==> src/rtl/spq_pkg.sv <==
`timescale 1ns / 1ps
package spq_pkg;

	// Capacity of the queue, in entries.
	localparam int QUEUE_DEPTH = 16;

	// Field widths.
	localparam int PRIO_W = 2;
	localparam int TAG_W  = 8;
	localparam int STAT_W = 2;
	localparam int OCC_W  = 5;

	// One FIFO lane per priority level.
	localparam int PRIO_N = 1 << PRIO_W;

	// Pointer into one lane, total count, and the storage address.
	localparam int PTR_W     = (QUEUE_DEPTH > 1) ? $clog2(QUEUE_DEPTH) : 1;
	localparam int CNT_W     = $clog2(QUEUE_DEPTH + 1);
	localparam int ADDR_W    = PRIO_W + PTR_W;
	localparam int MEM_DEPTH = PRIO_N << PTR_W;

	// Operation codes.
	localparam logic OP_ENQ = 1'b0;
	localparam logic OP_DEQ = 1'b1;

	// Result status codes.
	localparam logic [STAT_W-1:0] STAT_ENQ   = 2'd0;
	localparam logic [STAT_W-1:0] STAT_DEQ   = 2'd1;
	localparam logic [STAT_W-1:0] STAT_EMPTY = 2'd2;
	localparam logic [STAT_W-1:0] STAT_FULL  = 2'd3;

	// Result word handed from the controller to the output register.
	typedef struct packed {
		logic              load;
		logic [STAT_W-1:0] status;
		logic [TAG_W-1:0]  tag;
		logic [PRIO_W-1:0] prio;
		logic [OCC_W-1:0]  occ;
	} res_t;

	// Occupancy carries the low bits of the count.
	function automatic logic [OCC_W-1:0] occ_of(input logic [CNT_W-1:0] cnt);
		return OCC_W'(cnt);
	endfunction

	// Lane pointer advance with wrap at the lane depth.
	function automatic logic [PTR_W-1:0] ptr_inc(input logic [PTR_W-1:0] p);
		logic [PTR_W-1:0] r;
		if (p == PTR_W'(QUEUE_DEPTH - 1)) begin
			r = '0;
		end else begin
			r = p + 1'b1;
		end
		return r;
	endfunction

endpackage

==> src/rtl/spq_mem.sv <==
`timescale 1ns / 1ps
module spq_mem (
	input  logic                      clk,
	input  logic                      we,
	input  logic [spq_pkg::ADDR_W-1:0] waddr,
	input  logic [spq_pkg::TAG_W-1:0]  wdata,
	input  logic                      re,
	input  logic [spq_pkg::ADDR_W-1:0] raddr,
	output logic [spq_pkg::TAG_W-1:0]  rdata
);

	logic [spq_pkg::TAG_W-1:0] mem_q [spq_pkg::MEM_DEPTH];
	logic [spq_pkg::TAG_W-1:0] rdata_q;

	// Tag storage, one region per priority lane.
	always_ff @(posedge clk) begin
		if (we) begin
			mem_q[waddr] <= wdata;
		end
	end

	// Registered read port.
	always_ff @(posedge clk) begin
		if (re) begin
			rdata_q <= mem_q[raddr];
		end
	end

	assign rdata = rdata_q;

endmodule

==> src/rtl/spq_ctrl.sv <==
`timescale 1ns / 1ps
module spq_ctrl (
	input  logic                       clk,
	input  logic                       arst_n,
	input  logic                       in_valid,
	output logic                       in_ready,
	input  logic                       opcode,
	input  logic [spq_pkg::PRIO_W-1:0] priority_req,
	input  logic [spq_pkg::TAG_W-1:0]  item_tag,
	input  logic                       out_free,
	output logic                       mem_we,
	output logic [spq_pkg::ADDR_W-1:0] mem_waddr,
	output logic [spq_pkg::TAG_W-1:0]  mem_wdata,
	output logic                       mem_re,
	output logic [spq_pkg::ADDR_W-1:0] mem_raddr,
	input  logic [spq_pkg::TAG_W-1:0]  mem_rdata,
	output spq_pkg::res_t              res
);

	localparam logic S_IDLE = 1'b0;
	localparam logic S_READ = 1'b1;

	logic                       state_q;
	logic [spq_pkg::CNT_W-1:0]  total_q;
	logic [spq_pkg::PTR_W-1:0]  head_q [spq_pkg::PRIO_N];
	logic [spq_pkg::PTR_W-1:0]  tail_q [spq_pkg::PRIO_N];
	logic [spq_pkg::CNT_W-1:0]  lane_cnt_q [spq_pkg::PRIO_N];
	logic [spq_pkg::PRIO_W-1:0] prio_s1;

	logic                       accept;
	logic                       full;
	logic                       empty;
	logic                       do_enq;
	logic                       do_deq;
	logic [spq_pkg::PRIO_W-1:0] top_prio;

	// Handshake and the outcome of the accepted word.
	assign in_ready = (state_q == S_IDLE) && out_free;
	assign accept   = in_valid && in_ready;
	assign full     = (total_q == spq_pkg::CNT_W'(spq_pkg::QUEUE_DEPTH));
	assign empty    = (total_q == '0);
	assign do_enq   = accept && (opcode == spq_pkg::OP_ENQ) && !full;
	assign do_deq   = accept && (opcode == spq_pkg::OP_DEQ) && !empty;

	// Highest lane that holds an entry.
	always_comb begin
		top_prio = '0;
		for (int i = 0; i < spq_pkg::PRIO_N; i++) begin
			if (lane_cnt_q[i] != '0) begin
				top_prio = spq_pkg::PRIO_W'(i);
			end
		end
	end

	// An enqueue writes at the tail of its lane; a dequeue reads the head of
	// the top lane. Both never happen in one cycle, and the read data is
	// consumed in the very next cycle, so no forwarding is needed.
	assign mem_we    = do_enq;
	assign mem_waddr = {priority_req, tail_q[priority_req]};
	assign mem_wdata = item_tag;
	assign mem_re    = do_deq;
	assign mem_raddr = {top_prio, head_q[top_prio]};

	// Result word: immediate for enqueue and empty dequeue, in the next cycle
	// for a dequeue that waits on the memory.
	always_comb begin
		res.load   = (accept && !do_deq) || (state_q == S_READ);
		res.tag    = '0;
		res.prio   = '0;
		res.occ    = spq_pkg::occ_of(total_q);
		res.status = spq_pkg::STAT_EMPTY;
		if (state_q == S_READ) begin
			res.status = spq_pkg::STAT_DEQ;
			res.tag    = mem_rdata;
			res.prio   = prio_s1;
		end else if (opcode == spq_pkg::OP_ENQ) begin
			if (full) begin
				res.status = spq_pkg::STAT_FULL;
			end else begin
				res.status = spq_pkg::STAT_ENQ;
				res.occ    = spq_pkg::occ_of(total_q + 1'b1);
			end
		end
	end

	// Sequencer and total count.
	always_ff @(posedge clk or negedge arst_n) begin
		if (!arst_n) begin
			state_q <= S_IDLE;
			total_q <= '0;
		end else begin
			state_q <= do_deq ? S_READ : S_IDLE;
			if (do_enq) begin
				total_q <= total_q + 1'b1;
			end else if (do_deq) begin
				total_q <= total_q - 1'b1;
			end
		end
	end

	// Lane of the pending dequeue.
	always_ff @(posedge clk) begin
		if (do_deq) begin
			prio_s1 <= top_prio;
		end
	end

	// Per-lane FIFO pointers and counts.
	always_ff @(posedge clk or negedge arst_n) begin
		if (!arst_n) begin
			for (int i = 0; i < spq_pkg::PRIO_N; i++) begin
				head_q[i]     <= '0;
				tail_q[i]     <= '0;
				lane_cnt_q[i] <= '0;
			end
		end else begin
			for (int i = 0; i < spq_pkg::PRIO_N; i++) begin
				if (do_enq && (priority_req == spq_pkg::PRIO_W'(i))) begin
					tail_q[i]     <= spq_pkg::ptr_inc(tail_q[i]);
					lane_cnt_q[i] <= lane_cnt_q[i] + 1'b1;
				end else if (do_deq && (top_prio == spq_pkg::PRIO_W'(i))) begin
					head_q[i]     <= spq_pkg::ptr_inc(head_q[i]);
					lane_cnt_q[i] <= lane_cnt_q[i] - 1'b1;
				end
			end
		end
	end

endmodule

==> src/rtl/stable_priority_queue_top.sv <==
`timescale 1ns / 1ps
// Stable priority queue: entries leave highest priority first, and first in,
// first out among entries of equal priority.
// Input channel (in_valid/in_ready): opcode, priority_req, item_tag. Opcode
// enqueue stores the tag, opcode dequeue removes the head entry.
// Output channel (out_valid/out_ready): one word per input word with status,
// out_tag, out_priority and the occupancy after the operation.
// Entries sit in one tag memory split into one FIFO lane per priority level;
// a dequeue reads the head of the highest non-empty lane.
// An enqueue or a refused operation shows its result in the cycle after
// acceptance; a successful dequeue passes through the registered memory
// read and then the output register. One enqueue is taken per cycle while
// the output register is free, and no word is taken during a dequeue read.
// Reset empties the queue at once: all lane pointers and counts clear, and no
// memory sweep is needed. A stalled receiver holds the result word in the
// output register; a new input word is taken only when that register is
// free or being read in the same cycle.
module stable_priority_queue_top (
	input  logic                       clk,
	input  logic                       arst_n,
	input  logic                       in_valid,
	output logic                       in_ready,
	input  logic                       opcode,
	input  logic [spq_pkg::PRIO_W-1:0] priority_req,
	input  logic [spq_pkg::TAG_W-1:0]  item_tag,
	output logic                       out_valid,
	input  logic                       out_ready,
	output logic [spq_pkg::STAT_W-1:0] status,
	output logic [spq_pkg::TAG_W-1:0]  out_tag,
	output logic [spq_pkg::PRIO_W-1:0] out_priority,
	output logic [spq_pkg::OCC_W-1:0]  occupancy
);

	logic                       out_valid_q;
	logic [spq_pkg::STAT_W-1:0] status_q;
	logic [spq_pkg::TAG_W-1:0]  tag_q;
	logic [spq_pkg::PRIO_W-1:0] prio_q;
	logic [spq_pkg::OCC_W-1:0]  occ_q;
	logic                       out_free;
	logic                       mem_we;
	logic [spq_pkg::ADDR_W-1:0] mem_waddr;
	logic [spq_pkg::TAG_W-1:0]  mem_wdata;
	logic                       mem_re;
	logic [spq_pkg::ADDR_W-1:0] mem_raddr;
	logic [spq_pkg::TAG_W-1:0]  mem_rdata;
	spq_pkg::res_t              res;

	assign out_free = !out_valid_q || out_ready;

	spq_ctrl u_ctrl (
		.clk          (clk),
		.arst_n       (arst_n),
		.in_valid     (in_valid),
		.in_ready     (in_ready),
		.opcode       (opcode),
		.priority_req (priority_req),
		.item_tag     (item_tag),
		.out_free     (out_free),
		.mem_we       (mem_we),
		.mem_waddr    (mem_waddr),
		.mem_wdata    (mem_wdata),
		.mem_re       (mem_re),
		.mem_raddr    (mem_raddr),
		.mem_rdata    (mem_rdata),
		.res          (res)
	);

	spq_mem u_mem (
		.clk   (clk),
		.we    (mem_we),
		.waddr (mem_waddr),
		.wdata (mem_wdata),
		.re    (mem_re),
		.raddr (mem_raddr),
		.rdata (mem_rdata)
	);

	// Output word valid flag.
	always_ff @(posedge clk or negedge arst_n) begin
		if (!arst_n) begin
			out_valid_q <= 1'b0;
		end else if (res.load) begin
			out_valid_q <= 1'b1;
		end else if (out_ready) begin
			out_valid_q <= 1'b0;
		end
	end

	// Output word payload.
	always_ff @(posedge clk) begin
		if (res.load) begin
			status_q <= res.status;
			tag_q    <= res.tag;
			prio_q   <= res.prio;
			occ_q    <= res.occ;
		end
	end

	assign out_valid    = out_valid_q;
	assign status       = status_q;
	assign out_tag      = tag_q;
	assign out_priority = prio_q;
	assign occupancy    = occ_q;

endmodule

==> config.mk <==
export PLATFORM = sky130hd
export DESIGN_NAME = stable_priority_queue_top
export DESIGN_NICKNAME = d
export VERILOG_FILES = /design/src/rtl/spq_pkg.sv /design/src/rtl/spq_mem.sv /design/src/rtl/spq_ctrl.sv /design/src/rtl/stable_priority_queue_top.sv
export SDC_FILE = /design/constraint.sdc
export NUM_CORES = 1
export LEC_CHECK = 0
export BUFFER_PORTS_ARGS = -buffer_cell sky130_fd_sc_hd__buf_2
export CAP_MARGIN = 20
export CORE_MARGIN = 8
export CORE_UTILIZATION = 55
export CTS_BUF_LIST = sky130_fd_sc_hd__clkbuf_16
export DETAILED_ROUTE_END_ITERATION = 7
export HOLD_SLACK_MARGIN = 0.12
export PLACE_DENSITY = 0.68
export SETUP_SLACK_MARGIN = 0.2
export SYNTH_ARGS = -nofsm -noshare
export SYNTH_HDL_FRONTEND = slang
export SYNTH_HIERARCHICAL = 1
export SYNTH_SLANG_ARGS = --single-unit
==> constraint.sdc <==
create_clock -name clk -period 4.1 [get_ports clk]
set_input_delay 0.41 -clock clk [delete_from_list [all_inputs] [get_ports clk]]
set_output_delay 0.41 -clock clk [all_outputs]
set_load 0.01 [all_outputs]
After elaboration in Yosys (flattened, before gate mapping)
Memories as Yosys holds them, arrays and structs flattened. A register that Yosys moved wholly into a read port is not among the register bits.
Cells that the tools add are included.
W data, S select, Z words.
- add/sub/neg operators: 16
- magnitude comparators: 2
- eq/ne operators: 15
- mux-type cells: 35
- bitwise logic cells: 8
- reductions and logical operators: 36
- operator list (cell ; count):
    $mux W5 ; 11
    $mux W4 ; 12
    $add A4 B1 Y4 const B ; 8
    $eq A4 B4 Y1 const B ; 8
    $add A5 B1 Y5 const B ; 4
    $sub A5 B1 Y5 const B ; 4
    $bmux W4 S2 ; 2
    $logic_and A1 B1 Y1 ; 15
    $reduce_bool A5 Y1 ; 3
    $reduce_bool A2 Y1 ; 5
    $eq A2 B2 Y1 const B ; 4
    $mux W2 ; 4
    $reduce_and A2 Y1 ; 4
    $ge A3 B3 Y1 const B ; 2
    $mux W1 ; 6
    $not A1 Y1 ; 6
    $not A2 Y3 ; 2
    $eq A5 B5 Y1 const B ; 1
    $logic_not A5 Y1 ; 1
    $eq A2 B1 Y1 const B ; 2
    $logic_not A1 Y1 ; 4
    $logic_not A2 Y1 ; 2
    $logic_or A1 B1 Y1 ; 2
- bits in registers: 73
- bits in writable memories: 512
- input port bits: 15
- output and inout port bits: 19
- word-level logic and storage cells: 132
- memories kept: 1
- memories (memory ; depth ; width ; rd ports ; clocked after Yosys merged registers in ; wr ports ; RTL line ; RTL):
    u_mem.mem_q ; 64 ; 8 ; 1 ; 1 ; 1 ; spq_mem.sv:12 ; logic [spq_pkg::TAG_W-1:0] mem_q [spq_pkg::MEM_DEPTH];

Longest topological paths before layout
Gate-level depths: netlist of the first run.
- word-level depth: 10
- depth in mapped cells: 15
- mapped depth without buffers: 10

Hierarchy
The synthesis of the first run kept the hierarchy.
- modules (own cells, without submodules) (module ; times used ; cells an instance ; area an instance (um^2)):
    spq_mem ; 1 ; 940 ; 20246.9
    spq_ctrl ; 1 ; 313 ; 3454.6
    stable_priority_queue_top ; 1 ; 20 ; 558.0

Least setup slack after synthesis of the first run
No wires, ideal clock.
- path type: register to register
- start point: register u_ctrl/lane_cnt_q[5] (netlist bit)
- end point: register u_mem.rdata_q, in the netlist u_mem/rdata[3] (read register of u_mem.mem_q) (data pin)
- library setup time: 0.266 ns
- data arrival time: 3.192 ns
- setup slack: 0.642 ns
- cell stages (with the launch flop): 13
- clock period less this slack: 3.458 ns
- path through: dfrtp_1 -> or4_1 -> nor2_2 -> buf_2 -> o21ai_0 -> a21oi_1 -> a21o_1 -> buf_6 -> buf_4 -> mux4_2 -> mux4_2 -> o21ai_1 -> o41ai_1
- longest elaborated chain between the ends: 7
- ends and longest elaborated chain (item ; RTL line ; RTL):
    start: declaration ; spq_ctrl.sv:27 ; logic [spq_pkg::CNT_W-1:0] lane_cnt_q [spq_pkg::PRIO_N];
    start signal: indexed assignment ; spq_ctrl.sv:120 ; lane_cnt_q[i] <= lane_cnt_q[i] + 1'b1;
    start signal: indexed assignment ; spq_ctrl.sv:123 ; lane_cnt_q[i] <= lane_cnt_q[i] - 1'b1;
    $reduce_bool A5 Y1 ; spq_ctrl.sv:49 ; if (lane_cnt_q[i] != '0) begin
    $mux W2 (2 in a row) ; spq_ctrl.sv:49 ;
    $not A2 Y3 (implied by the code) ; spq_ctrl.sv:62 ; assign mem_raddr = {top_prio, head_q[top_prio]};
    $bmux W4 S2 ; spq_ctrl.sv:62 ;
    $mux W4 (implied by the code) (2 in a row) ; spq_ctrl.sv:62 ;
    via mem_raddr, one bit ; stable_priority_queue_top.sv:44 ; logic [spq_pkg::ADDR_W-1:0] mem_raddr;
    end: declaration ; spq_mem.sv:13 ; logic [spq_pkg::TAG_W-1:0] rdata_q;
The timed path passes the listed nets, and every way through them passes these cells. The select of a mux whose other input is x is not followed.
A chain may end at the register's enable or synchronous reset.

Final worst setup path of the first run
- start point: register u_ctrl/lane_cnt_q[10] (netlist bit)
- end point: register u_mem.rdata_q, in the netlist u_mem/rdata[2] (read register of u_mem.mem_q) (data pin)
- longest elaborated chain between the ends: 8
- ends and longest elaborated chain (item ; RTL line):
    $reduce_bool A5 Y1 ; spq_ctrl.sv:49
    $mux W1 ; spq_ctrl.sv:49
    $mux W2 (2 in a row) ; spq_ctrl.sv:49
    $not A2 Y3 (implied by the code) ; spq_ctrl.sv:62
    $bmux W4 S2 ; spq_ctrl.sv:62
    $mux W4 (implied by the code) (2 in a row) ; spq_ctrl.sv:62
    via mem_raddr, one bit ; stable_priority_queue_top.sv:44
The timed path passes the listed nets, and every way through them passes these cells. The select of a mux whose other input is x is not followed.

==> results of run 1 <==
==> report_power, final <==
part | leakage (nW) | switching [mW] | internal [mW]
sequential | 5.54 | 0.335 | 6.94
clock | 0.953 | 2.17 | 2.97
combinational | 2.82 | 2.88 | 2.74
==> critical path, cell delays in order, from the launching register on <==
cell       delay (ps)
dfrtp_2           440
or4_4             550
nor2_4            140
mux2i_1           230
a21oi_2            80
buf_4             160
a21o_4            230
buf_12            160
buf_12            170
mux4_2            450
mux4_2            510
nor2_1            120
nor3_1             80
o2bb2ai_1         170
==> placed cells by master (no fill, tap or decap), drive strengths merged, types with 15 or more instances in the layout <==
master / Yosys / final
edfxtp: 539 / 539
buf: 48 / 146
mux4: 130 / 130
nor2: 98 / 98
clkbuf: 24 / 59
dfrtp: 54 / 54
nand2: 36 / 36
mux2: 35 / 35
mux2i: 32 / 32
clkinv: 1 / 24
xnor2: 20 / 20
ha: 20 / 20
inv: 6 / 20
a21oi: 20 / 20
o21ai: 19 / 19
a21o: 16 / 17
nand3: 15 / 15
==> per-layer routing <==
metal	global-route usage	vias up	wire (um)
met3	0.0366	110	3270
met2	0.355	443	26700
li1	-	5425	-
met1	0.290	6576	22500
met4	0.0752	2	1630
met5	0	-	14
==> cell type report <==
| cell class | count | area (um^2) |
|---|---|---|
| Clock buffer | 59 | 1480 |
| Sequential cell | 593 | 17500 |
| Fill cell | 2993 | 16200 |
| Clock inverter | 46 | 363 |
| Antenna cell | 1 | 2.50 |
| Multi-Input combinational cell | 602 | 6340 |
| Inverter | 7 | 26.3 |
| Tap cell | 592 | 741 |
| Timing Repair Buffer | 149 | 1190 |
==> path summary, 6_finish.rpt <==
path                                  startpoint                    end  cells after the start
setup reg to reg           u_ctrl/lane_cnt_q[10]         u_mem/rdata[2]                     13
hold / removal                       item_tag[4]     u_mem/mem_q[12][4]                      1
setup / recovery           u_ctrl/lane_cnt_q[10]         u_mem/rdata[2]                     13
min in group asynchronous                 arst_n      u_ctrl/head_q[15]                      3
hold reg to reg             u_ctrl/lane_cnt_q[4]   u_ctrl/lane_cnt_q[4]                      1
max in group asynchronous                 arst_n  u_ctrl/lane_cnt_q[10]                      3
==> kinds of logic (layout without fill, tap and decap cells) <==
logic type / Yosys count / count (layout) / synth area share
AO/OA/AOI/OAI: 120 / 121 / 0.0345
XOR/XNOR: 27 / 27 / 0.00975
adder cells (fa/ha/maj): 23 / 23 / 0.0128
buffers and inverters: 79 / 261 / 0.0193
flip-flops: 593 / 593 / 0.723
multiplexers: 197 / 197 / 0.151
other: 0 / 1 / 0
AND/OR/NAND/NOR: 234 / 234 / 0.0501
==> what timing repair did <==
action                                  CTS  global route
gates cloned                              1             0
pin swaps                                 0             1
hold buffers                              3             0
hold endpoints to repair                 62             0
resized for setup                         2             9
endpoints found under the setup margin    3             6
buffers inserted                          5             0
==> sequential cells by signal, indices dropped and copies added (netlist names) <==
signal / cells
out_priority: 2
u_ctrl/head_q: 16
occupancy: 5
u_ctrl/state_q: 1
u_ctrl/total_q: 5
u_ctrl/prio_s1: 2
u_mem/mem_q: 512
out_valid: 1
u_ctrl/tail_q: 16
u_ctrl/lane_cnt_q: 15
u_mem/rdata: 8
out_tag: 8
status: 2
==> results.py, run 1 <==
metrics = {
    "global_route": {
        "grt_usage": 0.215,
        "antenna_found_initial": 1,
        "grt_overflow": 0,
        "grt_pass1_wl_um": 81200,
        "grt_pass1_vias": 12800,
        "grt_max_degree": 65,
    },
    "synth": {
        "async_flop_share": 0.0911,
        "synthesis.yosys.warnings": 6,
        "synth_common_cells": "edfxtp_1 (539), mux4_2 (130), nor2_1 (95)",
        "synth.area.top_cells": "edfxtp_1 (67%), mux4_2 (12%), dfrtp_1 (5.6%), mux2_2 (1.5%), nor2_1 (1.5%)",
        "yosysTopAreaCellShare": 0.667,
        "synthesis.area_um2": 24300,
        "synth-edff-count": 539,
        "yosys.area.top_type": "edfxtp_1",
        "yosysMostFrequentCell": "edfxtp_1",
        "synth_cells": 1273,
        "syn-num-nets": 1311,
        "synth-main-ff-cell": "edfxtp_1",
        "avgSynthCellArea_um2": 19.1,
        "synthDistinctLibCells": 70,
        "synth_seq_cells": 593,
        "ys_seq_area_frac": 0.723,
    },
    "cts": {
        "clockBufferDepth": 3,
        "path_clk_slew_ps": 60,
        "htree_levels": 2,
        "cts_sinks": 593,
        "cts-root-buf": "clkbuf_16",
        "cts_tree": "built",
        "insertion_delay_ps": 610,
        "cts_buffers": 58,
    },
    "placed_design": {
        "gp_congestion": 0.809,
        "placed_area_um2": 25600,
        "post-place-cells": 1931,
        "placement.io_buffers": 33,
        "dp_slack_ps": 68.3,
        "place_hpwl_um": 34100,
    },
    "status": {
        "status": "completed",
    },
    "floorplan": {
        "die_w_um": 226,
        "die-area_um2": 51100,
        "io_pins": 34,
        "rows": 77,
        "die_height_um": 226,
        "core_area_um2": 43800,
        "start_util": 0.553,
    },
    "worst_setup_path": {
        "worstPathArrival_ps": 4110,
        "endpoint_kind": "flip-flop",
        "r2r_setup_slack_ps": 350,
        "path_class": "flip-flop to flip-flop",
        "worstPathMaxFanout": 19,
        "critPathLaunchType": "flip-flop",
        "critPathRequiredTime_ps": 4460,
    },
    "sta": {
        "layout_setup_ws_ps": 349,
        "tightest_slew_ps": 1040,
        "setup_viol": 0,
        "min_period_over_period": 0.915,
        "fmax_ghz": 0.267,
        "max_slew_margin": 0.308,
        "whs_ps": 232,
        "fin_tns_setup_ps": 0,
        "maxSlewViolCount": 0,
        "hold_viol_final": 0,
        "fin_crit_ps": 3750,
        "rsz0062_at_grt": "false",
        "clock_skew_ps": 18.5,
    },
    "route": {
        "wl_per_cell_um": 26.4,
        "via_per_inst": 6.13,
        "ant_nets": 0,
        "drt-pass1-iter-count": 5,
        "num_vias": 12600,
        "initialDrtViolationCount": 1185,
        "routed_wl_um": 54100,
        "route.detailed.drc": 0,
    },
    "final_layout": {
        "synthToLayoutAreaGrowth_pct": 14.1,
        "fin_nets": 1449,
        "final_cells": 2049,
        "postLayoutCellArea_um2": 27700,
        "post-route-util": 0.632,
        "final_layout_size_suffix_gt1_frac": 0.288,
    },
    "worst_hold_path": {
        "hold_class": "primary input to flip-flop",
    },
    "pwr": {
        "total_power_mw": 18.0,
        "power_density_nw_per_um2": 651,
        "p_leak_nw": 9.31,
        "ir_worst_vdd_v": 0.000429,
    },
    "flow_run": {
        "cap_violations": 0,
    },
}
Note: power is estimated with default switching activity, not from simulation.
==> inputs of run 2 (changes only) <==
--- a/config.mk
+++ b/config.mk
@@ -5,7 +5,7 @@
 export SDC_FILE = /design/constraint.sdc
 export NUM_CORES = 1
 export LEC_CHECK = 0
-export BUFFER_PORTS_ARGS = -buffer_cell sky130_fd_sc_hd__buf_2
+export BUFFER_PORTS_ARGS = -buffer_cell sky130_fd_sc_hd__buf_4
 export CAP_MARGIN = 20
 export CORE_MARGIN = 8
 export CORE_UTILIZATION = 55
==> run 2 against run 1 <==
Worst hold slack improved by 1.2 ps. Sequential share of layout area fell by 0.53 points. Clock power rose by 6.6%. Non-clock buffer count rose by 9. Clock skew rose by 1.1 ps. First-iteration DRC count fell by 8.3%. Total power rose by 2.5%. Sequential power barely moved. Register-to-register slack got worse by 30 ps. Combinational power rose by 2%. Flip-flop and latch count did not move. Largest cell class unchanged. Largest power group unchanged. Highest routed layer unchanged.
==> results.py, run 2 (synthesized netlist as in run 1, its figures left out) <==
metrics = {
    "status": {
        "status": "completed",
    },
    "floorplan": {
        "die_height_um": 226,
        "core_area_um2": 43800,
        "rows": 77,
        "start_util": 0.553,
        "die-area_um2": 51100,
        "io_pins": 34,
        "die_w_um": 226,
    },
    "sta": {
        "fin_tns_setup_ps": 0,
        "layout_setup_ws_ps": 316,
        "whs_ps": 233,
        "hold_viol_final": 0,
        "maxSlewViolCount": 0,
        "tightest_slew_ps": 973,
        "clock_skew_ps": 19.6,
        "max_slew_margin": 0.349,
        "rsz0062_at_grt": "false",
        "setup_viol": 0,
        "fin_crit_ps": 3780,
        "fmax_ghz": 0.264,
        "min_period_over_period": 0.923,
    },
    "final_layout": {
        "final_cell_mix": "edfxtp_1 (539), buf_4 (146), mux4_2 (130), nor2_1 (95), clkbuf_16 (60)",
        "largest_register_ffs": 512,
        "mostFrequentLayoutCell": "edfxtp_1",
        "layout.area.seq_um2": 17500,
        "final_layout_size_suffix_gt1_frac": 0.293,
        "top_register": "u_mem/mem_q",
        "n_antenna_cell": 0,
        "final_cells": 2058,
        "synthToLayoutAreaGrowth_pct": 15.1,
        "fin_nets": 1457,
        "top_regs": "u_mem/mem_q x512, u_ctrl/head_q x16, u_ctrl/tail_q x16",
        "nFillCells": 2988,
        "multi_input_area_um2": 6310,
    },
    "global_route": {
        "grt_overflow": 0,
        "grt_pass1_vias": 12700,
        "grt_pass1_wl_um": 79100,
        "grt_max_degree": 65,
        "grt_usage": 0.209,
        "antenna_found_initial": 1,
    },
    "pwr": {
        "power_density_nw_per_um2": 662,
        "p_sw_frac": 0.293,
        "seqPwrFrac": 0.393,
        "p_comb_frac": 0.311,
        "p_switching_mw": 5.41,
        "p_leak_nw": 9.40,
        "p_int_mw": 13.1,
        "p_clk_frac": 0.297,
        "ir_worst_vdd_v": 0.000648,
        "total_power_mw": 18.5,
    },
    "placed_design": {
        "placement.io_buffers": 33,
        "post-place-cells": 1935,
        "place_hpwl_um": 33000,
        "dp_slack_ps": 86.0,
        "gp_congestion": 0.806,
    },
    "worst_setup_path": {
        "critPathRequiredTime_ps": 4450,
        "critPathLaunchType": "flip-flop",
        "endpoint_kind": "flip-flop",
        "rr_worst_depth": 11,
        "worstPathMaxFanout": 12,
        "worstPathArrival_ps": 4130,
        "path_class": "flip-flop to flip-flop",
        "r2r_setup_slack_ps": 320,
        "r2r-end": "u_mem/rdata[3]",
        "r2r_start": "u_ctrl/lane_cnt_q[10]",
    },
    "route": {
        "drt-pass1-iter-count": 5,
        "wl_per_cell_um": 25.4,
        "route.detailed.drc": 0,
        "initialDrtViolationCount": 1087,
        "num_vias": 12500,
        "via_per_inst": 6.07,
        "ant_nets": 0,
        "routed_wl_um": 52300,
    },
    "cts": {
        "path_clk_slew_ps": 60,
        "cts_tree": "built",
        "insertion_delay_ps": 620,
        "clockBufferDepth": 3,
        "cts_buffers": 58,
        "htree_levels": 2,
        "cts-root-buf": "clkbuf_16",
        "cts_sinks": 593,
    },
    "worst_hold_path": {
        "hold_class": "primary input to flip-flop",
        "holdCritStartpoint": "opcode",
        "hold_end": "status[1]",
        "min_path_cells": 3,
    },
    "flow_run": {
        "cap_violations": 0,
    },
}
run 2: cell types whose count changed in the layout (fill, tap and decap cells not counted), sizes merged:
cell	delta
a21o	-1
buf	+9
bufinv	+4
clkbuf	+1
clkinv	+3
clkinvlp	+1
diode	-1
dlygate4sd3	-1
inv	-6
run 2: per-stage QoR:
| stage | instance area, um^2 | utilization |
|---|---|---|
| 2_1_floorplan | 24300 | - |
| 3_3_place_gp | 25700 | 0.587 |
| 3_5_place_dp | 25700 | 0.587 |
| 4_1_cts | 27800 | 0.634 |
| 5_1_grt | 27900 | 0.637 |
| 6_report | 27900 | 0.637 |
run 2: final cells by class:
type	count	share of cell area
Multi-Input combinational cell	601	0.226
Tap cell	592	0.0265
Sequential cell	593	0.628
Timing Repair Buffer	158	0.0473
Clock inverter	48	0.0181
Clock buffer	59	0.0529
Inverter	7	0.000941
run 2: critical path: stages, from the launching register on:
cell and delay [ps]:
dfrtp_1 430, or4_1 600, nor2_4 170, mux2i_1 110, a21oi_2 180, a21o_4 260, buf_12 190, buf_12 170
mux4_2 540, mux4_2 510, o21ai_1 230, o41ai_1 120
run 2: power by group through the flow:
stage | combinational, mW | clock [mW] | sequential (mW)
after floorplan | 4.00 | 0 | 7.28
after global placement | 5.51 | 0 | 7.37
after detailed placement | 5.56 | 0 | 7.38
after CTS | 5.63 | 5.58 | 7.25
after global routing | 6.15 | 5.80 | 7.30
final | 5.75 | 5.48 | 7.26
run 2: how the worst max path moves through the flow:
stage,from,end,slack [ps],cells past startpoint
floorplan,u_ctrl/lane_cnt_q[5],u_mem/rdata[3],640,12
global placement,u_ctrl/lane_cnt_q[10],u_mem/rdata[2],130,11
detailed placement,u_ctrl/lane_cnt_q[10],u_mem/rdata[0],90,11
CTS,u_ctrl/lane_cnt_q[10],u_mem/rdata[0],220,11
global route,u_ctrl/lane_cnt_q[5],u_mem/rdata[5],190,11
finish,u_ctrl/lane_cnt_q[10],u_mem/rdata[3],320,11
run 2: per-layer routing:
layer / vias to the layer above / track usage / part of all wire
met5: - / 0.0107 / 0.0014
met4: 2 / 0.0677 / 0.028
met3: 94 / 0.0369 / 0.070
met2: 489 / 0.338 / 0.49
met1: 6475 / 0.287 / 0.41
li1: 5441 / - / -
run 2: timing repair:
item	in CTS	in global routing
gates cloned	0	1
buffers inserted	2	11
hold buffers	2	0
endpoints found under the setup margin	7	8
endpoints found under the hold margin	55	0
resized for setup	0	6
